<file path="config.mk">
export PLATFORM = sky130hd
export DESIGN_NAME = mcu_instruction_decoder_core
export DESIGN_NICKNAME = d
export VERILOG_FILES = /design/src/rtl/core/mcu_dec_pkg.sv /design/src/rtl/core/mcu_dec_logic.sv /design/src/rtl/core/mcu_instruction_decoder_core.sv
export SDC_FILE = /design/constraint.sdc
export NUM_CORES = 1
export LEC_CHECK = 0
export BUFFER_PORTS_ARGS = -buffer_cell sky130_fd_sc_hd__buf_4
export CORE_MARGIN = 5
export CORE_UTILIZATION = 53
export CTS_CLUSTER_SIZE = 40
export DETAILED_ROUTE_END_ITERATION = 10
export HOLD_SLACK_MARGIN = 0.12
export PLACE_DENSITY = 0.78
export SKIP_CTS_REPAIR_TIMING = 1
export SYNTH_ARGS = -nofsm -noshare
export SYNTH_HDL_FRONTEND = slang
export SYNTH_SLANG_ARGS = --single-unit
</file>
<file path="constraint.sdc">
create_clock -name clk -period 6 [get_ports clk]
set_input_delay 1.5 -clock clk [delete_from_list [all_inputs] [get_ports clk]]
set_output_delay 1.5 -clock clk [all_outputs]
set_load 0.005 [all_outputs]
</file>
<file path="src/rtl/core/mcu_dec_pkg.sv">
// Package with the item types, instruction kinds and opcode constants of the decoder.
`timescale 1ns / 1ps

package mcu_dec_pkg;

  typedef enum logic [4:0] {
    KIND_RET   = 5'd0,
    KIND_ADIW  = 5'd1,
    KIND_SBIW  = 5'd2,
    KIND_CP    = 5'd3,
    KIND_CPC   = 5'd4,
    KIND_ADD   = 5'd5,
    KIND_ADC   = 5'd6,
    KIND_EOR   = 5'd7,
    KIND_LDI   = 5'd8,
    KIND_CPI   = 5'd9,
    KIND_RJMP  = 5'd10,
    KIND_RCALL = 5'd11,
    KIND_BRGE  = 5'd12,
    KIND_BRNE  = 5'd13,
    KIND_IN    = 5'd14,
    KIND_OUT   = 5'd15,
    KIND_CALL  = 5'd16,
    KIND_JMP   = 5'd17,
    KIND_STS   = 5'd18,
    KIND_LDS   = 5'd19,
    KIND_LPM   = 5'd20,
    KIND_STX   = 5'd21,
    KIND_PUSH  = 5'd22,
    KIND_POP   = 5'd23
  } kind_t;

  typedef struct packed {
    logic [15:0] instruction_word;
    logic [15:0] next_word;
  } instr_t;

  typedef struct packed {
    logic               invalid;
    kind_t              kind;
    logic [1:0]         length_words;
    logic [4:0]         first_register;
    logic [4:0]         second_register;
    logic [1:0]         pair_index;
    logic [7:0]         immediate;
    logic signed [11:0] relative_offset;
    logic [5:0]         io_address;
    logic [15:0]        absolute_address;
  } decoded_t;

  localparam logic [15:0] MASK_BYTE   = 16'hFF00;
  localparam logic [15:0] MASK_ALU    = 16'hFC00;
  localparam logic [15:0] MASK_NIBBLE = 16'hF000;
  localparam logic [15:0] MASK_BRANCH = 16'hFC07;
  localparam logic [15:0] MASK_IO     = 16'hF800;
  localparam logic [15:0] MASK_JUMP   = 16'hFE0E;
  localparam logic [15:0] MASK_LDST   = 16'hFE0F;

  localparam logic [15:0] OP_RET   = 16'h9508;
  localparam logic [15:0] OP_ADIW  = 16'h9600;
  localparam logic [15:0] OP_SBIW  = 16'h9700;
  localparam logic [15:0] OP_CP    = 16'h1400;
  localparam logic [15:0] OP_CPC   = 16'h0400;
  localparam logic [15:0] OP_ADD   = 16'h0C00;
  localparam logic [15:0] OP_ADC   = 16'h1C00;
  localparam logic [15:0] OP_EOR   = 16'h2400;
  localparam logic [15:0] OP_LDI   = 16'hE000;
  localparam logic [15:0] OP_CPI   = 16'h3000;
  localparam logic [15:0] OP_RJMP  = 16'hC000;
  localparam logic [15:0] OP_RCALL = 16'hD000;
  localparam logic [15:0] OP_BRGE  = 16'hF404;
  localparam logic [15:0] OP_BRNE  = 16'hF401;
  localparam logic [15:0] OP_IN    = 16'hB000;
  localparam logic [15:0] OP_OUT   = 16'hB800;
  localparam logic [15:0] OP_CALL  = 16'h940E;
  localparam logic [15:0] OP_JMP   = 16'h940C;
  localparam logic [15:0] OP_STS   = 16'h9200;
  localparam logic [15:0] OP_LDS   = 16'h9000;
  localparam logic [15:0] OP_LPM   = 16'h9004;
  localparam logic [15:0] OP_STX   = 16'h920C;
  localparam logic [15:0] OP_PUSH  = 16'h920F;
  localparam logic [15:0] OP_POP   = 16'h900F;

  localparam logic [1:0] LEN_NONE = 2'd0;
  localparam logic [1:0] LEN_ONE  = 2'd1;
  localparam logic [1:0] LEN_TWO  = 2'd2;

endpackage

</file>
<file path="src/rtl/core/mcu_dec_logic.sv">
// Combinational decode of one instruction word and its following word.
`timescale 1ns / 1ps

module mcu_dec_logic (
  input  mcu_dec_pkg::instr_t   instr,
  output mcu_dec_pkg::decoded_t dec
);

  logic [15:0] w;
  logic [15:0] m_byte;
  logic [15:0] m_alu;
  logic [15:0] m_nib;
  logic [15:0] m_br;
  logic [15:0] m_io;
  logic [15:0] m_jmp;
  logic [15:0] m_ldst;

  assign w      = instr.instruction_word;
  assign m_byte = w & mcu_dec_pkg::MASK_BYTE;
  assign m_alu  = w & mcu_dec_pkg::MASK_ALU;
  assign m_nib  = w & mcu_dec_pkg::MASK_NIBBLE;
  assign m_br   = w & mcu_dec_pkg::MASK_BRANCH;
  assign m_io   = w & mcu_dec_pkg::MASK_IO;
  assign m_jmp  = w & mcu_dec_pkg::MASK_JUMP;
  assign m_ldst = w & mcu_dec_pkg::MASK_LDST;

  // Encodings are tried in a fixed priority order; the first match wins.
  always_comb begin
    dec = '0;
    dec.kind = mcu_dec_pkg::KIND_RET;
    dec.length_words = mcu_dec_pkg::LEN_ONE;
    if (w == mcu_dec_pkg::OP_RET) begin
      dec.kind = mcu_dec_pkg::KIND_RET;
    end else if (m_byte == mcu_dec_pkg::OP_ADIW || m_byte == mcu_dec_pkg::OP_SBIW) begin
      dec.kind = (m_byte == mcu_dec_pkg::OP_ADIW) ? mcu_dec_pkg::KIND_ADIW
                                                  : mcu_dec_pkg::KIND_SBIW;
      dec.pair_index = w[5:4];
      dec.immediate  = {2'b00, w[7:6], w[3:0]};
    end else if (m_alu == mcu_dec_pkg::OP_CP || m_alu == mcu_dec_pkg::OP_CPC ||
                 m_alu == mcu_dec_pkg::OP_ADD || m_alu == mcu_dec_pkg::OP_ADC ||
                 m_alu == mcu_dec_pkg::OP_EOR) begin
      case (m_alu)
        mcu_dec_pkg::OP_CP:  dec.kind = mcu_dec_pkg::KIND_CP;
        mcu_dec_pkg::OP_CPC: dec.kind = mcu_dec_pkg::KIND_CPC;
        mcu_dec_pkg::OP_ADD: dec.kind = mcu_dec_pkg::KIND_ADD;
        mcu_dec_pkg::OP_ADC: dec.kind = mcu_dec_pkg::KIND_ADC;
        default:             dec.kind = mcu_dec_pkg::KIND_EOR;
      endcase
      dec.first_register  = {w[9], w[3:0]};
      dec.second_register = w[8:4];
    end else if (m_nib == mcu_dec_pkg::OP_LDI || m_nib == mcu_dec_pkg::OP_CPI) begin
      dec.kind = (m_nib == mcu_dec_pkg::OP_LDI) ? mcu_dec_pkg::KIND_LDI
                                                : mcu_dec_pkg::KIND_CPI;
      dec.immediate      = {w[11:8], w[3:0]};
      dec.first_register = {1'b1, w[7:4]};
    end else if (m_nib == mcu_dec_pkg::OP_RJMP || m_nib == mcu_dec_pkg::OP_RCALL) begin
      dec.kind = (m_nib == mcu_dec_pkg::OP_RJMP) ? mcu_dec_pkg::KIND_RJMP
                                                 : mcu_dec_pkg::KIND_RCALL;
      dec.relative_offset = w[11:0];
    end else if (m_br == mcu_dec_pkg::OP_BRGE || m_br == mcu_dec_pkg::OP_BRNE) begin
      dec.kind = (m_br == mcu_dec_pkg::OP_BRGE) ? mcu_dec_pkg::KIND_BRGE
                                                : mcu_dec_pkg::KIND_BRNE;
      dec.relative_offset = {{5{w[9]}}, w[9:3]};
    end else if (m_io == mcu_dec_pkg::OP_IN || m_io == mcu_dec_pkg::OP_OUT) begin
      dec.kind = (m_io == mcu_dec_pkg::OP_IN) ? mcu_dec_pkg::KIND_IN
                                              : mcu_dec_pkg::KIND_OUT;
      dec.io_address     = {w[10:9], w[3:0]};
      dec.first_register = w[8:4];
    end else if (m_jmp == mcu_dec_pkg::OP_CALL || m_jmp == mcu_dec_pkg::OP_JMP) begin
      dec.kind = (m_jmp == mcu_dec_pkg::OP_CALL) ? mcu_dec_pkg::KIND_CALL
                                                 : mcu_dec_pkg::KIND_JMP;
      dec.length_words     = mcu_dec_pkg::LEN_TWO;
      dec.absolute_address = instr.next_word;
    end else if (m_ldst == mcu_dec_pkg::OP_STS || m_ldst == mcu_dec_pkg::OP_LDS) begin
      dec.kind = (m_ldst == mcu_dec_pkg::OP_STS) ? mcu_dec_pkg::KIND_STS
                                                 : mcu_dec_pkg::KIND_LDS;
      dec.length_words     = mcu_dec_pkg::LEN_TWO;
      dec.first_register   = w[8:4];
      dec.absolute_address = instr.next_word;
    end else if (m_ldst == mcu_dec_pkg::OP_LPM || m_ldst == mcu_dec_pkg::OP_STX ||
                 m_ldst == mcu_dec_pkg::OP_PUSH || m_ldst == mcu_dec_pkg::OP_POP) begin
      case (m_ldst)
        mcu_dec_pkg::OP_LPM:  dec.kind = mcu_dec_pkg::KIND_LPM;
        mcu_dec_pkg::OP_STX:  dec.kind = mcu_dec_pkg::KIND_STX;
        mcu_dec_pkg::OP_PUSH: dec.kind = mcu_dec_pkg::KIND_PUSH;
        default:              dec.kind = mcu_dec_pkg::KIND_POP;
      endcase
      dec.first_register = w[8:4];
    end else begin
      dec.invalid      = 1'b1;
      dec.kind         = mcu_dec_pkg::KIND_RET;
      dec.length_words = mcu_dec_pkg::LEN_NONE;
    end
  end

endmodule

</file>
<file path="src/rtl/core/mcu_instruction_decoder_core.sv">
// Top level of the instruction decoder: input register, decode logic and result register.
//
//   Channel   Direction  Handshake                  Payload
//   instr     in         instr_valid / instr_ready  instr (mcu_dec_pkg::instr_t)
//   dec       out        dec_valid / dec_ready      dec (mcu_dec_pkg::decoded_t)
//
// Each item passes an input register and then a result register that presents its result.
// One item is accepted every cycle while the output side takes results.
// A stalled output holds both stages, and a stage frees when it hands its item on.
// Reset clears the stage valid flags only.
`timescale 1ns / 1ps

module mcu_instruction_decoder_core (
  input  logic                  clk,
  input  logic                  rst,
  input  logic                  instr_valid,
  output logic                  instr_ready,
  input  mcu_dec_pkg::instr_t   instr,
  output logic                  dec_valid,
  input  logic                  dec_ready,
  output mcu_dec_pkg::decoded_t dec
);

  logic                  stage_valid;
  mcu_dec_pkg::instr_t   stage_instr;
  logic                  stage_ready;
  mcu_dec_pkg::decoded_t dec_next;

  assign stage_ready = !dec_valid || dec_ready;
  assign instr_ready = !stage_valid || stage_ready;

  mcu_dec_logic u_logic (
    .instr (stage_instr),
    .dec   (dec_next)
  );

  always_ff @(posedge clk) begin
    if (rst) begin
      stage_valid <= 1'b0;
      dec_valid   <= 1'b0;
    end else begin
      if (instr_ready) begin
        stage_valid <= instr_valid;
      end
      if (stage_ready) begin
        dec_valid <= stage_valid;
      end
    end
  end

  always_ff @(posedge clk) begin
    if (instr_ready && instr_valid) begin
      stage_instr <= instr;
    end
    if (stage_ready && stage_valid) begin
      dec <= dec_next;
    end
  end

endmodule

</file>
### After elaboration in Yosys (flattened, before gate mapping)

Index checks and enable logic that the tools add are counted.

| word-level totals | value |
|---|---|
| logic and storage cells | 110 |
| output and inout port bits | 64 |
| input port bits | 36 |
| register bits | 96 |

| cells by class | value |
|---|---|
| reductions and logical operators | 28 |
| bitwise operators | 4 |
| eq/ne operators | 24 |
| muxes and demuxes | 39 |

Operator list:

| kind | count |
|---|---|
| 2-to-1 mux 5 bit | 14 |
| equality test 11 bit, second input constant | 6 |
| 2-to-1 mux 16 bit | 3 |
| 2-to-1 mux 22 bit | 2 |
| 2-to-1 mux 40 bit | 1 |
| 2-to-1 mux 12 bit | 3 |
| 2-to-1 mux 34 bit | 1 |
| equality test 10 bit, second input constant | 2 |
| equality test 9 bit, second input constant | 2 |
| 2-to-1 mux 6 bit | 3 |
| equality test 16 bit, second input constant | 1 |
| equality test 8 bit, second input constant | 2 |
| logical OR 1 bit | 16 |
| OR reduction 7 bit | 2 |
| equality test 4 bit, second input constant | 3 |
| equality test 6 x 3 -> 1 bit, second input constant | 2 |
| one-hot mux 3 bit (4 select lines) | 1 |
| equality test 5 bit, second input constant | 2 |
| OR reduction 9 bit | 1 |
| 2-to-1 mux 1 bit | 8 |
| OR reduction 4 bit | 2 |
| 2-to-1 mux 7 bit | 1 |
| equality test 6 x 1 -> 1 bit, second input constant | 1 |
| equality test 6 x 2 -> 1 bit, second input constant | 1 |
| 9 further kinds | 15 |

### Depth between registers and ports, before layout

Gate-level depths: netlist of run 1.

| logic depth | value |
|---|---|
| depth in word-level cells | 13 |
| depth in mapped cells | 6 |

### Hierarchy

Synthesis of run 1 repeated with hierarchy kept, for this count alone.

| second synthesis, totals | value |
|---|---|
| cell total of the unflattened synthesis | 268 |
| area total of the unflattened synthesis | 3940.0 um^2 |

By module, submodules not included:

| module | area each (um^2) | cells each | times used | seq. area each (um^2) |
|---|---|---|---|---|
| mcu_instruction_decoder_core | 2926.6 | 104 | 1 | 2862.7 |
| mcu_dec_logic | 1013.5 | 164 | 1 | 0.0 |

### Least setup slack after synthesis of run 1

OpenSTA, ideal clock, no wires.

| timing path | value |
|---|---|
| kind | input-to-reg |
| start point | in dec_ready |
| end point | reg dec[0] (netlist name), enable pin |
| buffers on the path | 0 |
| cell stages on the path | 2 |
| arrival | 4338 ps |
| library setup time | 490 ps |
| path slack | 1173 ps |
| required time | 5510 ps |
| cell sequence | nor2b_1 nor2b_1 |

| on the way | value |
|---|---|
| longest elaborated chain between the ends | 2 |

Ends and longest elaborated chain:

| what | line | RTL |
|---|---|---|
| start, declared | mcu_instruction_decoder_core.sv:20 | `input logic dec_ready,` |
| logical OR 1 bit | mcu_instruction_decoder_core.sv:29 | `assign stage_ready = !dec_valid \|\| dec_ready;` |
| logical AND 1 bit | mcu_instruction_decoder_core.sv:55 | `if (stage_ready && stage_valid) begin` |
| end signal, assigned | mcu_instruction_decoder_core.sv:56 | `dec <= dec_next;` |
| end, declared | mcu_instruction_decoder_core.sv:21 | `output mcu_dec_pkg::decoded_t dec` |

Every way passes these cells.
A chain may end at the register's enable or synchronous reset.

### Worst setup path in the final report of run 1

| timing path | value |
|---|---|
| start point | in dec_ready |
| end point | out instr_ready |

| on the way | value |
|---|---|
| longest elaborated chain between the ends | 2 |

Ends and longest elaborated chain:

| what | line | RTL |
|---|---|---|
| logical OR 1 bit | mcu_instruction_decoder_core.sv:29 |  |
| logical OR 1 bit | mcu_instruction_decoder_core.sv:30 | `assign instr_ready = !stage_valid \|\| stage_ready;` |
| end, declared | mcu_instruction_decoder_core.sv:17 | `output logic instr_ready,` |

Every way passes these cells.

==> results.md, run 1 <==
* Run status: completed
* Number of routed nets with antenna violations at 0
* Num CTS Buffers at 9
* Post-Synthesis Cell Area at 3940 µm²
* Pin count of the biggest net entering global routing at 63
* First-pass GRT wire length at 11.2 mm
* Final critical-path required period at 3.74 ns
* Layout area overhead at 25.6%
* Slew of the pin with the lowest slew margin at 0.865 ns
* Sequential element share of the synthesized area at 72.7%
* Worst slew slack as a fraction of its limit at 42.1%
* Final Hold Violating Endpoints at 0
* Die Ht at 96.2 µm
* Seq cells post-synth at 96
* Number of H-tree levels at 3
* CP Class: in -> out
* Maximum achievable frequency at 268 MHz
* Total Wirelength at 7.59 mm
* Number of nets in the final layout at 395
* Number of detailed-route iterations in the first pass at 4
* Worst hold path class: reg -> reg
* Via total after detailed routing at 2418
* GR Overflow Total at 0
* Warnings, synthesis at 0
* Netlist cell types at 47
* Clock latency reported for the late side of the worst-skew pair at 0.37 ns
* Final design utilization at 68.2%
* Setup repair after global routing missed its margin: no
* Top-level I/O count at 100
* Max-slew violation count at 0
* Final setup violation count at 0
* Number of antenna violations at the first check in global routing at 0
* Global Route Usage Sum at 16.7%
* Layout cell share with drive strength beyond 1 at 35.2%
* Clock tree from TritonCTS: yes
* Worst-case clock buffer depth at 2
* Nature of the critical path endpoint: primary output
* Syn Inst Count at 261
* Worst voltage drop across the vdd grid at 0.000140 V
* Synthesized area per cell at 15.1 µm²
* 1st-iter DRT viols at 119
* Maximum fanout count along the critical path at 4
* Count of non-filler cells in the finished layout at 463
* Die area at 9260 µm²
* Num Clock Sinks at 96
* Setup_tns at 0 ns
* Arrival time worst endpoint at 2.24 ns
* Antenna cells at 0
* Nature of the critical path startpoint: input port
* Number of buffers inserted by port buffering at 99
* Power density over the cells at 263 nW/µm²
* Number of cells after detailed placement at 447
* Clk_skew at 0.00978 ns
* GPL Wtd Cong at 0.892
* Placeable Area at 7250 µm²
* CTS Root Buffer Type: sky130_fd_sc_hd__clkbuf_8
* Final worst path period share at 62.3%
* DP Wirelength at 5.26 mm
* Clock-pin slew of the registers on the worst-case setup and hold paths at 0.10 ns
* Via density per instance at 5.22
* Routed wire length per instance at 16.4 µm
* Post-Synthesis Net Count at 297
* Fill cell instance count of the final layout at 516
* Drc violations at 0
* Die extent in x at 96.2 µm
* Required time worst endpoint at 4.50 ns
* Number of cell rows at 31
* # Max-Cap Violations at 0
* Number of global-route vias before repair at 2260
* Leak at 1.88 nW
* Starting utilization of the core area at 54.3%
==> state kept, by name, indices dropped and copies added, names as in the netlist <==
register,flops
dec_valid,1
stage_valid,1
stage_instr,32
dec,62
==> through the flow <==
stage | cell area, µm² | hold WS [ns] | total power, mW | setup slack, ns
after floorplan | 3940 | 0.478 | 0.858 | 1.17
after global placement | 4760 | 0.505 | 0.920 | 2.36
after global routing | 4950 | 0.561 | 1.35 | 2.23
after CTS | 4950 | 0.541 | 1.32 | 2.29
final | 4950 | 0.539 | 1.30 | 2.26
after detailed placement | 4760 | 0.518 | 0.923 | 2.28
==> cells in the final DEF (no fill, tap or decap), types with 2 or more instances in the layout <==
cell type / n
sky130_fd_sc_hd__clkbuf_8: 9
sky130_fd_sc_hd__edfxtp_1: 94
sky130_fd_sc_hd__and3b_1: 2
sky130_fd_sc_hd__xor2_1: 2
sky130_fd_sc_hd__nor2b_1: 21
sky130_fd_sc_hd__nor3b_1: 3
sky130_fd_sc_hd__nor3_1: 3
sky130_fd_sc_hd__a22o_1: 12
sky130_fd_sc_hd__clkinv_4: 2
sky130_fd_sc_hd__inv_6: 2
sky130_fd_sc_hd__nor2_1: 13
sky130_fd_sc_hd__and3_1: 3
sky130_fd_sc_hd__mux2_2: 2
sky130_fd_sc_hd__nand2b_1: 2
sky130_fd_sc_hd__buf_4: 101
sky130_fd_sc_hd__nand2_1: 11
sky130_fd_sc_hd__o21ai_0: 3
sky130_fd_sc_hd__nand3b_1: 5
sky130_fd_sc_hd__dfxtp_1: 2
sky130_fd_sc_hd__mux2i_1: 2
sky130_fd_sc_hd__o21a_1: 2
sky130_fd_sc_hd__a21oi_1: 6
sky130_fd_sc_hd__a21boi_0: 2
sky130_fd_sc_hd__or3_1: 3
sky130_fd_sc_hd__or3b_2: 2
sky130_fd_sc_hd__and2_1: 19
sky130_fd_sc_hd__nor3_2: 2
sky130_fd_sc_hd__a21o_1: 5
sky130_fd_sc_hd__inv_1: 2
sky130_fd_sc_hd__nor4_1: 2
sky130_fd_sc_hd__nand3_1: 5
==> kinds of logic after synthesis <==
| group | after synthesis | synth area share (%) |
|---|---|---|
| AO/OA/AOI/OAI | 38 | 7.34 |
| AND/OR/NAND/NOR | 104 | 16.3 |
| buffers and inverters | 16 | 1.97 |
| multiplexers | 4 | 1.08 |
| flip-flops | 96 | 72.7 |
| XOR/XNOR | 3 | 0.667 |
==> power by group <==
group	total, mW	switching, mW	internal, mW
clock	0.397	0.237	0.160
combinational	0.105	0.0448	0.0604
sequential	0.802	0.0266	0.775
==> final timing paths <==
path                                                start               endpoint  slack [ns]  cells after the start
worst max-delay path                            dec_ready            instr_ready        2.26                      4
worst min-delay path             stage_instr[2]$_DFFE_PP_   dec[2]$_SDFFCE_PP0P_        0.54                      1
worst max register to register  stage_instr[26]$_DFFE_PP_  dec[53]$_SDFFCE_PP0P_        3.61                      3
worst min register to register   stage_instr[2]$_DFFE_PP_   dec[2]$_SDFFCE_PP0P_        0.54                      1
==> synthesized netlist by cell type (all sizes together) <==
| cell type | number | area [µm²] |
|---|---|---|
| o211ai | 1 | 7.51 |
| nor2b | 22 | 138 |
| edfxtp | 94 | 2820 |
| mux2i | 2 | 20.0 |
| and3 | 3 | 18.8 |
| mux2 | 2 | 22.5 |
| nor3b | 4 | 35.0 |
| xnor2 | 1 | 8.76 |
| o32ai | 1 | 8.76 |
| a21o | 5 | 37.5 |
| o2111a | 1 | 11.3 |
| inv | 2 | 7.51 |
| nor2 | 13 | 48.8 |
| nor4b | 1 | 8.76 |
| o21bai | 1 | 7.51 |
| o21a | 2 | 15.0 |
| or3 | 4 | 30.0 |
| a41oi | 1 | 8.76 |
| a21boi | 2 | 15.0 |
| clkbuf | 7 | 26.3 |
| and2 | 19 | 119 |
| o32a | 1 | 11.3 |
| dfxtp | 2 | 40.0 |
| nand3 | 5 | 25.0 |
| a22o | 12 | 105 |
| or4 | 1 | 7.51 |
| or3b | 3 | 26.3 |
| nor3 | 5 | 35.0 |
| nand2 | 11 | 41.3 |
| nand3b | 5 | 37.5 |
| o31ai | 1 | 7.51 |
| o21ai | 3 | 15.0 |
| xor2 | 2 | 17.5 |
| and3b | 2 | 17.5 |
| a21oi | 6 | 30.0 |
| nand2b | 2 | 12.5 |
| nor4 | 3 | 33.8 |
| or2 | 1 | 6.26 |
| a2111oi | 1 | 8.76 |
| buf | 7 | 43.8 |
==> layout make-up <==
class                      instances  area [µm²]  area share [%]
clock inverter                     7        66.3            1.34
inverter                           2        7.51           0.152
tap                               99         124            2.50
timing repair buffer             101         758            15.3
multi-input combinational        149        1010            20.3
sequential                        96        2860            57.9
clock buffer                       9         124            2.50
==> metal layers <==
layer	track usage, %	part of all wire (%)
met4	7.70	2.4
met5	0	0
met2	26.7	50
met3	4.46	6.5
met1	21.3	41
==> critical path: stages <==
cell	delay (ns)
sky130_fd_sc_hd__buf_4	0.11
sky130_fd_sc_hd__nor2b_1	0.34
sky130_fd_sc_hd__nand2_1	0.13
sky130_fd_sc_hd__buf_4	0.16
Note: power is estimated with default switching activity, not from simulation.
==> run 2, diff against run 1 <==
clock period = 3.5 ns   (was 6 ns; I/O delays follow)
==> run 2 against run 1 <==
Net effect:
- via count down 0.62%
- first-iteration DRC count up 72%
- register-to-register slack worse by 2.5 ns
- sequential share of layout area down 0.52 points
- clock power up 89%
- flip-flop and latch count unchanged
- cell count up 0.22%
- die area unchanged
- critical path type unchanged
==> results.md, run 2 (synthesis gave the netlist of run 1 again) <==
* Clk_skew at 0.0121 ns
* Cells on Worst Hold Path at 1
* Power density over the cells at 462 nW/µm²
* Die extent in x at 96.2 µm
* Maximum achievable frequency at 405 MHz
* Most frequent standard cell in the layout excluding fill and tap cells: sky130_fd_sc_hd__buf_4
* Most common cell type on the critical path: sky130_fd_sc_hd__buf_4
* Number of routed nets with antenna violations at 0
* Final setup violation count at 0
* Arrival time worst endpoint at 1.60 ns
* Number of cells after detailed placement at 448
* Startpoint of the most critical hold path: stage_instr[3]$_DFFE_PP_
* Global Route Usage Sum at 16.8%
* GPL Wtd Cong at 0.881
* CP Class: in -> out
* Number of detailed-route iterations in the first pass at 4
* Drc violations at 0
* Nature of the critical path startpoint: input port
* 1st-iter DRT viols at 205
* Highest-count cells in the layout ignoring fill and taps: sky130_fd_sc_hd__buf_4 (101), sky130_fd_sc_hd__edfxtp_1 (94), sky130_fd_sc_hd__nor2b_1 (21)
* Layout area overhead at 26.8%
* Maximum fanout count along the critical path at 4
* Top-level I/O count at 100
* Pin count of the biggest net entering global routing at 39
* Final critical-path required period at 2.47 ns
* Number of flip-flops in the largest register at 62
* Final design utilization at 68.8%
* CTS Root Buffer Type: sky130_fd_sc_hd__clkbuf_8
* Required time worst endpoint at 2.62 ns
* Final worst path period share at 70.6%
* DP Wirelength at 5.33 mm
* GR Overflow Total at 0
* Setup_tns at 0 ns
* Placeable Area at 7250 µm²
* Top flop regs: dec: 62 flops, stage_instr: 32 flops
* Number of global-route vias before repair at 2251
* Worst voltage drop across the vdd grid at 0.000238 V
* Hold-critical path endpoint: dec[3]$_SDFFCE_PP0P_
* Antenna cells at 0
* # Max-Cap Violations at 0
* Via total after detailed routing at 2403
* Starting utilization of the core area at 54.3%
* Worst slew slack as a fraction of its limit at 51.3%
* Clock latency reported for the late side of the worst-skew pair at 0.37 ns
* Critical path launch point: dec_ready
* Number of cell rows at 31
* Nature of the critical path endpoint: primary output
* Count of non-filler cells in the finished layout at 464
* Clock tree from TritonCTS: yes
* Num CTS Buffers at 9
* Register-to-Register Setup Slack at 1.13 ns
* Routed wire length per instance at 16.2 µm
* Setup repair after global routing missed its margin: no
* Max-slew violation count at 0
* Clock-pin slew of the registers on the worst-case setup and hold paths at 0.10 ns
* Delay of the slowest cell on the worst path at 0.33 ns
* Run status: completed
* Number of H-tree levels at 3
* Reg with most FFs: dec
* Leak at 1.90 nW
* Slew of the pin with the lowest slew margin at 0.729 ns
* Die Ht at 96.2 µm
* Via density per instance at 5.18
* Reg-to-reg endpoint: dec[53]$_SDFFCE_PP0P_
* Fill cell instance count of the final layout at 498
* Num Clock Sinks at 96
* First-pass GRT wire length at 11.5 mm
* Die area at 9260 µm²
* Final Hold Violating Endpoints at 0
* Worst R2R Path Depth at 3
* Worst reg2reg path startpoint: stage_instr[26]$_DFFE_PP_
* Worst hold path class: reg -> reg
* Worst-path cell chain: buf_4 -> nor2b_1 -> nand2_1 -> buf_4
* Number of antenna violations at the first check in global routing at 0
* Layout cell share with drive strength beyond 1 at 35.6%
* Total Wirelength at 7.51 mm
* Worst-case clock buffer depth at 2
* Number of nets in the final layout at 396
* Number of buffers inserted by port buffering at 99
* Master of the slowest instance on the critical path: sky130_fd_sc_hd__nor2b_1
-- run 2: cell count changes in the layout (fill, tap and decap cells not counted) --
cell,change
sky130_fd_sc_hd__inv_6,-2
sky130_fd_sc_hd__buf_12,+1
sky130_fd_sc_hd__bufinv_16,+1
sky130_fd_sc_hd__clkinv_1,-1
sky130_fd_sc_hd__clkinv_2,+1
sky130_fd_sc_hd__inv_8,+1
-- run 2: final cells by class --
| cell class | instances | area [µm²] | share of cell area (%) |
|---|---|---|---|
| Timing Repair Buffer | 102 | 778 | 15.6 |
| Sequential cell | 96 | 2860 | 57.3 |
| Multi-Input combinational cell | 149 | 1010 | 20.1 |
| Tap cell | 99 | 124 | 2.48 |
| Clock inverter | 7 | 91.3 | 1.83 |
| Inverter | 2 | 7.51 | 0.150 |
| Clock buffer | 9 | 124 | 2.48 |
-- run 2: how the worst max path moves through the flow --
stage	end	depth (start not counted)
after global placement	instr_ready	4
after CTS	instr_ready	4
final	instr_ready	4
after detailed placement	instr_ready	4
after global routing	instr_ready	4
after floorplan	dec[0]$_SDFFCE_PP0P_	2
-- run 2: layer usage --
metal	global-route usage [%]	up-vias	wire length [µm]
met5	0	-	0
met4	8.06	0	165
met3	3.05	11	522
met2	26.8	94	3750
met1	22.4	1117	3070
li1	-	1181	-
-- run 2: report_power, final --
group	internal, mW	switching, mW	total, mW	leakage, nW
sequential	1.33	0.0446	1.37	0.889
combinational	0.106	0.0774	0.183	0.904
clock	0.347	0.405	0.752	0.110
total	1.78	0.527	2.31	1.90
-- run 2: critical path, delay by kind of cell --
| kind | cells | cell delay (ns) |
|---|---|---|
| buffers and inverters | 2 | 0.26 |
| AND/OR/NAND/NOR | 2 | 0.46 |
-- run 2: stage by stage --
stage	cell area [µm²]	hold WS, ns	power [mW]	worst slack (ns)
after floorplan	3940	0.477	1.47	0.502
after global placement	4780	0.510	1.58	1.10
after detailed placement	4780	0.522	1.58	1.06
after CTS	4990	0.546	2.32	1.02
after global routing	4990	0.572	2.39	0.942
final	4990	0.544	2.31	1.03
